$ cat src/rtl/dcp_pkg.sv
// Shared constants and types for the descriptor chain pool.
package dcp_pkg;

  localparam int POOL_SIZE_DEFAULT = 8;
  localparam int CHAIN_LEN         = 3;
  localparam int LINK_W            = 3;
  localparam int HEAD_W            = 4;
  localparam int STATUS_W          = 3;
  localparam int COUNT_W           = 4;

  typedef enum logic [STATUS_W-1:0] {
    ST_OK      = 3'd0,
    ST_NOSPACE = 3'd1,
    ST_RANGE   = 3'd2,
    ST_DOUBLE  = 3'd3,
    ST_TOOLONG = 3'd4
  } status_t;

  typedef enum logic {
    OP_ALLOC = 1'b0,
    OP_FREE  = 1'b1
  } opcode_t;

endpackage

$ cat src/rtl/dcp_req_if.sv
// Request channel: opcode and head index with valid/ready handshake.
interface dcp_req_if
  import dcp_pkg::*;
();
  logic              valid;
  logic              ready;
  logic              opcode;
  logic [HEAD_W-1:0] head_index;

  modport source (output valid, opcode, head_index, input ready);
  modport sink   (input valid, opcode, head_index, output ready);
endinterface

$ cat src/rtl/dcp_rsp_if.sv
// Response channel: status, allocated entries and counts with valid/ready handshake.
interface dcp_rsp_if
  import dcp_pkg::*;
();
  logic                valid;
  logic                ready;
  logic [STATUS_W-1:0] status;
  logic [LINK_W-1:0]   first_entry;
  logic [LINK_W-1:0]   second_entry;
  logic [LINK_W-1:0]   third_entry;
  logic [COUNT_W-1:0]  freed_count;
  logic [COUNT_W-1:0]  in_use_count;
  logic [COUNT_W-1:0]  peak_in_use;

  modport source (output valid, status, first_entry, second_entry, third_entry,
                  freed_count, in_use_count, peak_in_use, input ready);
  modport sink   (input valid, status, first_entry, second_entry, third_entry,
                  freed_count, in_use_count, peak_in_use, output ready);
endinterface

$ cat src/rtl/dcp_ram.sv
// Generic single-write, single-read RAM with registered read data.
module dcp_ram #(
  parameter int WIDTH = 8,
  parameter int DEPTH = 16
) (
  input  logic                     clk,
  input  logic                     we,
  input  logic [$clog2(DEPTH)-1:0] waddr,
  input  logic [WIDTH-1:0]         wdata,
  input  logic [$clog2(DEPTH)-1:0] raddr,
  output logic [WIDTH-1:0]         rdata
);

  logic [WIDTH-1:0] mem [DEPTH];

  always_ff @(posedge clk) begin
    if (we) begin
      mem[waddr] <= wdata;
    end
    rdata <= mem[raddr];
  end

endmodule

$ cat src/rtl/descriptor_chain_pool.sv
// Descriptor chain pool: free map, per-entry links and a small sequencer.
//
// The pool holds POOL_SIZE descriptors. Each entry has a free bit and a
// has-next flag in flip-flops, and a 3-bit next link in a small RAM with a
// registered read port. After an allocate request is transferred, a single
// lowest-set-bit picker finds one free entry per cycle for each of the three picks;
// the links first->second->third are written into the
// link RAM as the picks arrive, and the free map, has-next flags and in-use
// count are only committed once the third pick is found, so a request that
// finds fewer than three free entries changes nothing but the peak sample
// and reports no space. A free request walks the chain from head_index
// link by link: the check state tests range and the free bit, releases the
// entry and reads its link, and the follow state takes the registered link
// data. The walk stops with out of range, already free, or chain too long.
// The done state then moves the result into the output register; the
// registered link RAM read sets the walk rate. The sequencer returns to
// idle as the result is loaded. The block takes no new request while one
// is in progress, but it does accept the next request while a finished
// result still waits in the output register; the result of that next
// request is held until the earlier one has been transferred, and the
// sequencer waits in its done state meanwhile. in_use_count and peak_in_use
// are reported modulo 16; the peak is sampled from the count before each
// allocate request, successful or not.
module descriptor_chain_pool
  import dcp_pkg::*;
#(
  parameter int POOL_SIZE = POOL_SIZE_DEFAULT
) (
  input  logic         clk,
  input  logic         rst,
  dcp_req_if.sink      req,
  dcp_rsp_if.source    rsp
);

  localparam int IDX_W  = $clog2(POOL_SIZE);
  // wide enough for the head index, a link and the value POOL_SIZE itself
  localparam int EXT_W  = (IDX_W + 1 > HEAD_W) ? IDX_W + 1 : HEAD_W;
  // in-use, peak and freed counts; wide enough to hold POOL_SIZE + 1
  localparam int CNT_W  = ($clog2(POOL_SIZE + 2) > COUNT_W) ? $clog2(POOL_SIZE + 2) : COUNT_W;
  localparam logic [EXT_W-1:0] POOL_LIM = EXT_W'(POOL_SIZE);
  localparam logic [CNT_W-1:0] POOL_CNT = CNT_W'(POOL_SIZE);
  localparam logic [CNT_W-1:0] CHAIN_CNT = CNT_W'(CHAIN_LEN);

  typedef enum logic [4:0] {
    S_IDLE   = 5'b00001,
    S_PICK   = 5'b00010,
    S_CHECK  = 5'b00100,
    S_FOLLOW = 5'b01000,
    S_DONE   = 5'b10000
  } state_t;

  state_t               state;
  logic [POOL_SIZE-1:0] free_map;
  logic [POOL_SIZE-1:0] has_next;
  logic [CNT_W-1:0]     busy;
  logic [CNT_W-1:0]     peak;

  // per-request working registers
  logic [POOL_SIZE-1:0] scan_map;
  logic [1:0]           pick_cnt;
  logic [IDX_W-1:0]     pick0;
  logic [IDX_W-1:0]     pick1;
  logic [LINK_W-1:0]    link0;
  logic [LINK_W-1:0]    link1;
  logic [HEAD_W-1:0]    cur;
  logic [CNT_W-1:0]     freed;
  status_t              res_status;
  logic [LINK_W-1:0]    res_first;
  logic [LINK_W-1:0]    res_second;
  logic [LINK_W-1:0]    res_third;

  // output register
  logic                 out_valid;
  status_t              out_status;
  logic [LINK_W-1:0]    out_first;
  logic [LINK_W-1:0]    out_second;
  logic [LINK_W-1:0]    out_third;
  logic [COUNT_W-1:0]   out_freed;
  logic [COUNT_W-1:0]   out_busy;
  logic [COUNT_W-1:0]   out_peak;

  // shared picker and walk decode
  logic                 pick_hit;
  logic [IDX_W-1:0]     pick_idx;
  logic [EXT_W-1:0]     pick_ext;
  logic [LINK_W-1:0]    pick_link;
  logic [POOL_SIZE-1:0] pick_bit;
  logic [POOL_SIZE-1:0] chain_bits;
  logic [EXT_W-1:0]     cur_ext;
  logic [IDX_W-1:0]     cur_idx;
  logic                 cur_in_range;
  logic                 out_free;

  // link RAM
  logic                 ram_we;
  logic [IDX_W-1:0]     ram_waddr;
  logic [LINK_W-1:0]    ram_wdata;
  logic [LINK_W-1:0]    ram_rdata;

  // Lowest free entry not yet taken by this request.
  always_comb begin
    pick_hit = 1'b0;
    pick_idx = '0;
    for (int k = POOL_SIZE - 1; k >= 0; k--) begin
      if (scan_map[k]) begin
        pick_hit = 1'b1;
        pick_idx = IDX_W'(k);
      end
    end
    pick_ext  = EXT_W'(pick_idx);
    pick_link = pick_ext[LINK_W-1:0];
  end

  // one-hot of the current pick, and of the first two picks of the chain
  assign pick_bit     = POOL_SIZE'(1) << pick_idx;
  assign chain_bits   = (POOL_SIZE'(1) << pick0) | (POOL_SIZE'(1) << pick1);

  assign cur_ext      = EXT_W'(cur);
  assign cur_idx      = cur_ext[IDX_W-1:0];
  assign cur_in_range = (cur_ext < POOL_LIM);
  assign out_free     = !out_valid || rsp.ready;

  // Write each link as soon as its successor is known; it only becomes
  // visible once has-next is set at commit.
  always_comb begin
    ram_we    = 1'b0;
    ram_waddr = pick0;
    ram_wdata = pick_link;
    if (state == S_PICK && pick_hit) begin
      case (pick_cnt)
        2'd1: begin
          ram_we    = 1'b1;
          ram_waddr = pick0;
        end
        2'd2: begin
          ram_we    = 1'b1;
          ram_waddr = pick1;
        end
        default: ram_we = 1'b0;
      endcase
    end
  end

  dcp_ram #(
    .WIDTH (LINK_W),
    .DEPTH (POOL_SIZE)
  ) u_link_ram (
    .clk   (clk),
    .we    (ram_we),
    .waddr (ram_waddr),
    .wdata (ram_wdata),
    .raddr (cur_idx),
    .rdata (ram_rdata)
  );

  // Sequencer and pool state.
  always_ff @(posedge clk) begin
    if (rst) begin
      state     <= S_IDLE;
      free_map  <= '1;
      has_next  <= '0;
      busy      <= '0;
      peak      <= '0;
      out_valid <= 1'b0;
    end else begin
      // load a new result, or drop the one just transferred
      if (state == S_DONE && out_free) begin
        out_valid <= 1'b1;
      end else if (out_valid && rsp.ready) begin
        out_valid <= 1'b0;
      end

      case (state)
        S_IDLE: begin
          if (req.valid) begin
            res_status <= ST_OK;
            res_first  <= '0;
            res_second <= '0;
            res_third  <= '0;
            freed      <= '0;
            if (opcode_t'(req.opcode) == OP_ALLOC) begin
              if (busy > peak) begin
                peak <= busy;
              end
              scan_map <= free_map;
              pick_cnt <= '0;
              state    <= S_PICK;
            end else begin
              cur   <= req.head_index;
              state <= S_CHECK;
            end
          end
        end

        S_PICK: begin
          if (!pick_hit) begin
            res_status <= ST_NOSPACE;
            state      <= S_DONE;
          end else begin
            scan_map <= scan_map & ~pick_bit;
            case (pick_cnt)
              2'd0: begin
                pick0    <= pick_idx;
                link0    <= pick_link;
                pick_cnt <= 2'd1;
              end
              2'd1: begin
                pick1    <= pick_idx;
                link1    <= pick_link;
                pick_cnt <= 2'd2;
              end
              default: begin
                // third entry found: commit the chain
                free_map   <= free_map & ~(chain_bits | pick_bit);
                has_next   <= (has_next | chain_bits) & ~pick_bit;
                busy       <= busy + CHAIN_CNT;
                res_first  <= link0;
                res_second <= link1;
                res_third  <= pick_link;
                state      <= S_DONE;
              end
            endcase
          end
        end

        S_CHECK: begin
          if (!cur_in_range) begin
            res_status <= ST_RANGE;
            state      <= S_DONE;
          end else if (free_map[cur_idx]) begin
            res_status <= ST_DOUBLE;
            state      <= S_DONE;
          end else begin
            // release the entry; its link arrives from the RAM next cycle
            free_map[cur_idx] <= 1'b1;
            has_next[cur_idx] <= 1'b0;
            if (busy != '0) begin
              busy <= busy - CNT_W'(1);
            end
            freed <= freed + CNT_W'(1);
            state <= has_next[cur_idx] ? S_FOLLOW : S_DONE;
          end
        end

        S_FOLLOW: begin
          cur <= HEAD_W'(ram_rdata);
          if (freed > POOL_CNT) begin
            res_status <= ST_TOOLONG;
            state      <= S_DONE;
          end else begin
            state <= S_CHECK;
          end
        end

        S_DONE: begin
          if (out_free) begin
            out_status <= res_status;
            out_first  <= res_first;
            out_second <= res_second;
            out_third  <= res_third;
            out_freed  <= freed[COUNT_W-1:0];
            out_busy   <= busy[COUNT_W-1:0];
            out_peak   <= peak[COUNT_W-1:0];
            state      <= S_IDLE;
          end
        end

        default: state <= S_IDLE;
      endcase
    end
  end

  assign req.ready        = (state == S_IDLE) && !rst;

  assign rsp.valid        = out_valid;
  assign rsp.status       = out_status;
  assign rsp.first_entry  = out_first;
  assign rsp.second_entry = out_second;
  assign rsp.third_entry  = out_third;
  assign rsp.freed_count  = out_freed;
  assign rsp.in_use_count = out_busy;
  assign rsp.peak_in_use  = out_peak;

endmodule

$ cat src/flat_wrapper.sv
// flat-port wrapper written by rule: the top's interface ports become plain ports
module descriptor_chain_pool_flat import dcp_pkg::*;
#(
  parameter int POOL_SIZE = POOL_SIZE_DEFAULT
)
  (clk, rst, req_valid, req_opcode, req_head_index, req_ready, rsp_valid, rsp_status, rsp_first_entry, rsp_second_entry, rsp_third_entry, rsp_freed_count, rsp_in_use_count, rsp_peak_in_use, rsp_ready);
  dcp_req_if req_i ();
  dcp_rsp_if rsp_i ();
  input  logic clk;
  input  logic rst;
  input wire logic [$bits(req_i.valid)-1:0] req_valid;
  input wire logic [$bits(req_i.opcode)-1:0] req_opcode;
  input wire logic [$bits(req_i.head_index)-1:0] req_head_index;
  output wire logic [$bits(req_i.ready)-1:0] req_ready;
  output wire logic [$bits(rsp_i.valid)-1:0] rsp_valid;
  output wire logic [$bits(rsp_i.status)-1:0] rsp_status;
  output wire logic [$bits(rsp_i.first_entry)-1:0] rsp_first_entry;
  output wire logic [$bits(rsp_i.second_entry)-1:0] rsp_second_entry;
  output wire logic [$bits(rsp_i.third_entry)-1:0] rsp_third_entry;
  output wire logic [$bits(rsp_i.freed_count)-1:0] rsp_freed_count;
  output wire logic [$bits(rsp_i.in_use_count)-1:0] rsp_in_use_count;
  output wire logic [$bits(rsp_i.peak_in_use)-1:0] rsp_peak_in_use;
  input wire logic [$bits(rsp_i.ready)-1:0] rsp_ready;
  assign req_i.valid = req_valid;
  assign req_i.opcode = req_opcode;
  assign req_i.head_index = req_head_index;
  assign req_ready = req_i.ready;
  assign rsp_valid = rsp_i.valid;
  assign rsp_status = rsp_i.status;
  assign rsp_first_entry = rsp_i.first_entry;
  assign rsp_second_entry = rsp_i.second_entry;
  assign rsp_third_entry = rsp_i.third_entry;
  assign rsp_freed_count = rsp_i.freed_count;
  assign rsp_in_use_count = rsp_i.in_use_count;
  assign rsp_peak_in_use = rsp_i.peak_in_use;
  assign rsp_i.ready = rsp_ready;
  descriptor_chain_pool #(.POOL_SIZE(POOL_SIZE)) u_core (.clk(clk), .rst(rst), .req(req_i), .rsp(rsp_i));
endmodule
$ cat config.mk
export PLATFORM = sky130hd
export DESIGN_NAME = descriptor_chain_pool_flat
export DESIGN_NICKNAME = d
export VERILOG_FILES = /design/src/rtl/dcp_pkg.sv /design/src/rtl/dcp_req_if.sv /design/src/rtl/dcp_rsp_if.sv /design/src/rtl/dcp_ram.sv /design/src/rtl/descriptor_chain_pool.sv /design/src/flat_wrapper.sv
export SDC_FILE = /design/constraint.sdc
export NUM_CORES = 1
export LEC_CHECK = 0
export BUFFER_PORTS_ARGS = -buffer_cell sky130_fd_sc_hd__buf_4
export CORE_MARGIN = 2
export CORE_UTILIZATION = 45
export CTS_CLUSTER_DIAMETER = 100
export CTS_CLUSTER_SIZE = 20
export DETAILED_ROUTE_END_ITERATION = 16
export PLACE_DENSITY = 0.69
export SLEW_MARGIN = 20
export SYNTH_ARGS = -nofsm -noshare
export SYNTH_HDL_FRONTEND = slang
export SYNTH_SLANG_ARGS = --single-unit
$ cat constraint.sdc
create_clock -name clk -period 4.6 [get_ports clk]
set_clock_uncertainty 0.15 [all_clocks]
set_input_delay 0.46 -clock clk [delete_from_list [all_inputs] [get_ports clk]]
set_output_delay 0.46 -clock clk [all_outputs]
set_load 0.02 [all_outputs]
==> results.md <==
Critical path:
- The master of the slowest instance on the critical path is sky130_fd_sc_hd__dfxtp_1.
- The nature of the critical path endpoint is a flop.
- Traced cell by cell, the critical path runs through nor3_1, nand2_1, clkinv_1, ha_1, o21a_1, nor2_1, nor2_1, a311oi_1, a211oi_1.
- Counting both buffers and inverters, the worst setup path holds a total of 1.
- The largest driver fanout on the critical path is 11.
- The kind of cell adding the most delay to the critical path is simple AND/OR/NAND/NOR gates.
- The startpoint-to-endpoint class of the critical path is reg2reg.
- The data required time of the worst path is around 4700 ps.
- In this design, the stage delay of the slowest critical-path cell is approximately 470 ps.
- The worst setup path is launched from a flop.
- The cell repeated most along the worst path is sky130_fd_sc_hd__nor2_1.
- Data arrives at the worst endpoint at approximately 3000 ps.

CTS:
- The maximum buffer depth of the clock tree is 2.
- The library cell used as clock root buffer is sky130_fd_sc_hd__clkbuf_16.
- The clock transition at the registers of the reported paths is 50 ps.
- The clock insertion delay at the later pin of the skew report is 420 ps.
- Clock tree synthesis inserted a total of 17 buffers.
- TritonCTS built the clock tree.
- In this run, post-CTS hold repair placed 0 buffers.
- The number of instances resized during post-cts repair is 0.
- Clock tree synthesis found a total of around 120 sinks.
- The number of setup buffers added after CTS is 0.
- The H-tree was split into 4 levels.

Route:
- The post-detailed-route count of antenna-violating nets is 0.
- For this block, the via count after detailed routing is roughly 4000.
- The detailed-route wire length per cell is 18.7 um.
- For this run, the detailed router's first-pass iteration total came to 5.
- After detailed routing, the number of remaining DRC violations is 0.
- For this block, the routed nets add up to 12700 um of wire.
- The detail-routed via count per cell is 5.90.
- The violation count after the first detailed-route iteration is about 280.

STA:
- The maximum frequency from static timing analysis is between 0.3 and 0.4 GHz.
- The hold violation count in the final report came to 0.
- In the finished design, the share of the clock period the worst path needs comes to between 60% and 70%.
- The final count of negative-setup-slack endpoints is 0.
- The final number of max-transition violations is 0.
- The worst pin sits at a relative slew slack of a little over a third.
- The measured slew at the worst slew-check pin is 970 ps.
- The setup TNS is 0 ps.
- The worst path in the final design needs a cycle of between 2000 and 3000 ps, including I/O delays and setup.
- Setup repair after global routing left no endpoint under its margin.

Die:
- The number of top-level pins is 35.
- Measured along the x axis, the die boundary spans about 110 um.
- The initial utilization of the core area, before any placement, comes to around 46%.
- The floorplan has 40 rows.
- The full die area is ~13000 um2.
- The core area is between 10000 and 15000 um2.
- The floorplan step set the die height to between 100 and 150 um.

Run status:
- The flow ran to the end, and the final reports show no timing, DRC or antenna violations.

Synth:
- When the netlist entered floorplanning its net count stood at 506.
- The synthesis-stage register bit count is 117.
- The synthesized netlist devotes between 10% and 20% of its cell area to compound gates.
- Summing the areas of all fa, ha and maj instances in the mapped netlist gives 2.52% of the synthesized area.
- The post-synthesis cell area is 5450 um2.
- The netlist uses 63 different library cells.
- For this run, the leading register cell type out of synthesis is sky130_fd_sc_hd__edfxtp_1.
- Yosys attributes the largest share of cell area to sky130_fd_sc_hd__edfxtp_1 46%, sky130_fd_sc_hd__dfxtp_1 12%, sky130_fd_sc_hd__nand2_1 3.8%.
- The part of the Yosys area used for sequential elements is between 50% and 60%.
- Synthesis produced between 400 and 500 cells.
- The area share of the largest cell type after synthesis is approximately 46%.
- sky130_fd_sc_hd__edfxtp_1 takes more of the synthesized area than any other cell.
- Measured against the total synthesized area, the mux share comes to around 5.3%.
- By area, the combinational part of the netlist is dominated by simple AND/OR/NAND/NOR gates.
- The Yosys step of the flow raised 0 warnings.
- The basic-gate share of the synthesized area counting and, or, nand and nor cells is 15.6%.
- A synthesized cell averages about 11 um2.
- In this run, synthesis inferred between 80 and 90 flip-flops with an integrated enable.
- In the synthesized netlist the async set-or-reset flop fraction comes to 0%.
- Summing the areas of all xor and xnor instances in the mapped netlist gives less than 1% of the synthesized area.

Global route:
- The first global-routing pass estimated about 20000 um of wire.
- The remaining global-route overflow is 0.
- The overall track demand over capacity in global routing is 20.8%.
- The number of global-route vias before repair came to 3879.
- Entering global routing, the biggest net connects 29 pins.
- The number of antenna violations at the first check in global routing is 0.

Placement:
- The placed wire-length estimate is roughly 8900 um.
- The count of input and output buffers is 34.
- The congestion estimate from routability-driven global placement came to just over 0.9.

Finish:
- Leaving out fill and tap cells, the most frequent cells in the layout are 84 x sky130_fd_sc_hd__edfxtp_1, 55 x sky130_fd_sc_hd__nand2_1, 46 x sky130_fd_sc_hd__nor2_1, 38 x sky130_fd_sc_hd__buf_4, 33 x sky130_fd_sc_hd__dfxtp_1.
- The fill cell total of the finished layout is roughly 1000.
- The post-synthesis to final-layout area growth is 17.9%.
- The count of inserted antenna diode cells is 0.
- Cells with a size suffix above 1 make up between 10% and 20% of the layout.
- The multi-input logic area is approximately 2100 um2.
- Summing all flip-flop and latch instances after layout gives about 3200 um2.
- The number of nets at the end of the flow is 539.
- The most frequent standard cell in the layout excluding fill and tap cells is sky130_fd_sc_hd__edfxtp_1.

Pwr:
- The total power of the final layout is between 2 and 3 mW.
- The maximum resistive drop on vdd is approximately 0.00023 V.
- The leakage component of the power is roughly 2.4 nW.
- Power spread over the standard cell area amounts to slightly above 400 nW/um2.

Hold path:
- The type of the tightest min-delay check is in2reg.

Job:
- Across the run, the number of max-cap violations was 0.
[synthesized netlist by cell type (3+ instances only)]
| cell type | n |
|---|---|
| sky130_fd_sc_hd__clkbuf_1 | 14 |
| sky130_fd_sc_hd__a31oi_1 | 8 |
| sky130_fd_sc_hd__nand2_1 | 55 |
| sky130_fd_sc_hd__or3_1 | 3 |
| sky130_fd_sc_hd__inv_1 | 21 |
| sky130_fd_sc_hd__a221o_1 | 6 |
| sky130_fd_sc_hd__a21oi_1 | 18 |
| sky130_fd_sc_hd__o21a_1 | 6 |
| sky130_fd_sc_hd__nand2b_1 | 7 |
| sky130_fd_sc_hd__buf_2 | 4 |
| sky130_fd_sc_hd__dfxtp_1 | 33 |
| sky130_fd_sc_hd__ha_1 | 11 |
| sky130_fd_sc_hd__o211ai_1 | 6 |
| sky130_fd_sc_hd__nor2b_1 | 9 |
| sky130_fd_sc_hd__mux2_2 | 3 |
| sky130_fd_sc_hd__nor3_1 | 10 |
| sky130_fd_sc_hd__edfxtp_1 | 84 |
| sky130_fd_sc_hd__o21ai_1 | 8 |
| sky130_fd_sc_hd__a221oi_1 | 3 |
| sky130_fd_sc_hd__nand3_1 | 11 |
| sky130_fd_sc_hd__mux4_2 | 5 |
| sky130_fd_sc_hd__and3_1 | 15 |
| sky130_fd_sc_hd__nor2_1 | 46 |
| sky130_fd_sc_hd__mux2i_1 | 14 |
| sky130_fd_sc_hd__o22ai_1 | 3 |
| sky130_fd_sc_hd__a211oi_1 | 5 |
| sky130_fd_sc_hd__and2_1 | 6 |
| sky130_fd_sc_hd__xnor2_1 | 3 |
| sky130_fd_sc_hd__o21ai_0 | 20 |
| sky130_fd_sc_hd__buf_1 | 3 |
| sky130_fd_sc_hd__nor4_1 | 4 |
| sky130_fd_sc_hd__buf_6 | 3 |
[where the power goes]
part           total (mW)  internal [mW]  switching, mW
registers            1.16           1.14         0.0155
logic              0.0822         0.0317         0.0504
clock network        1.39          0.941          0.445
[cell families (layout without fill, tap and decap cells)]
kind of cell | after synthesis | count (layout)
xor gates and xnor gates | 4 | 4
adders and majority gates | 11 | 11
and+or+nand+nor | 177 | 177
buffers and inverters | 46 | 92
DFF | 117 | 117
AOI/OAI and AO/OA | 109 | 109
muxes | 22 | 22
[per-layer routing]
layer | vias up | part of all wire, % | track usage, %
li1 | 1881 | - | -
met1 | 1934 | 41 | 25.0
met2 | 161 | 51 | 34.8
met3 | 28 | 6.1 | 5.45
met4 | 0 | 2.3 | 10.1
met5 | - | 0 | 0
[stage by stage]
step	worst slack [ps]	cell area (um2)	hold WS, ps	cells	utilization [%]
floorplan	1300	5450	250	486	-
global placement	1870	5810	253	647	48.8
detailed placement	1810	5810	258	647	48.8
CTS	1790	6430	152	679	53.9
global route	1460	6430	167	679	53.9
finish	1750	6430	167	679	53.9
[state kept, by name (all words and copies together), names as in the netlist, 4 cells and up]
register / cells
u_core.u_link_ram.mem: 24
u_core.has_next: 8
u_core.rsp.freed_count: 4
u_core.peak: 4
u_core.cur: 4
u_core.busy: 4
u_core.rsp.peak_in_use: 4
u_core.free_map: 8
u_core.scan_map: 8
u_core.state: 5
u_core.rsp.in_use_count: 4
u_core.freed: 4
[final timing paths]
| check | from | to | slack, ps | cells past startpoint |
|---|---|---|---|---|
| setup / recovery | u_core.state[0] | u_core.busy[3] | 1750 | 9 |
| setup reg to reg | u_core.state[0] | u_core.busy[3] | 1750 | 9 |
| hold / removal | req_head_index[0] | u_core.cur[0] | 170 | 3 |
| hold reg to reg | u_core.res_second[2] | u_core.rsp.second_entry[2] | 260 | 0 |
[tightest hold or removal path: stages]
cell                      delay, ps
sky130_fd_sc_hd__buf_4           80
sky130_fd_sc_hd__nand2_1         40
sky130_fd_sc_hd__nand2_1         50
[cell type report]
class                   instances  share of cell area, %
well taps                     147                   2.86
multi-input cells             323                   32.3
flip-flops and latches        117                   49.5
repair buffers                 38                   4.44
inverters                      22                   1.29
clock inverters                15                   2.98
clock buffers                  17                   6.62
Note: power is estimated with default switching activity, not from simulation.
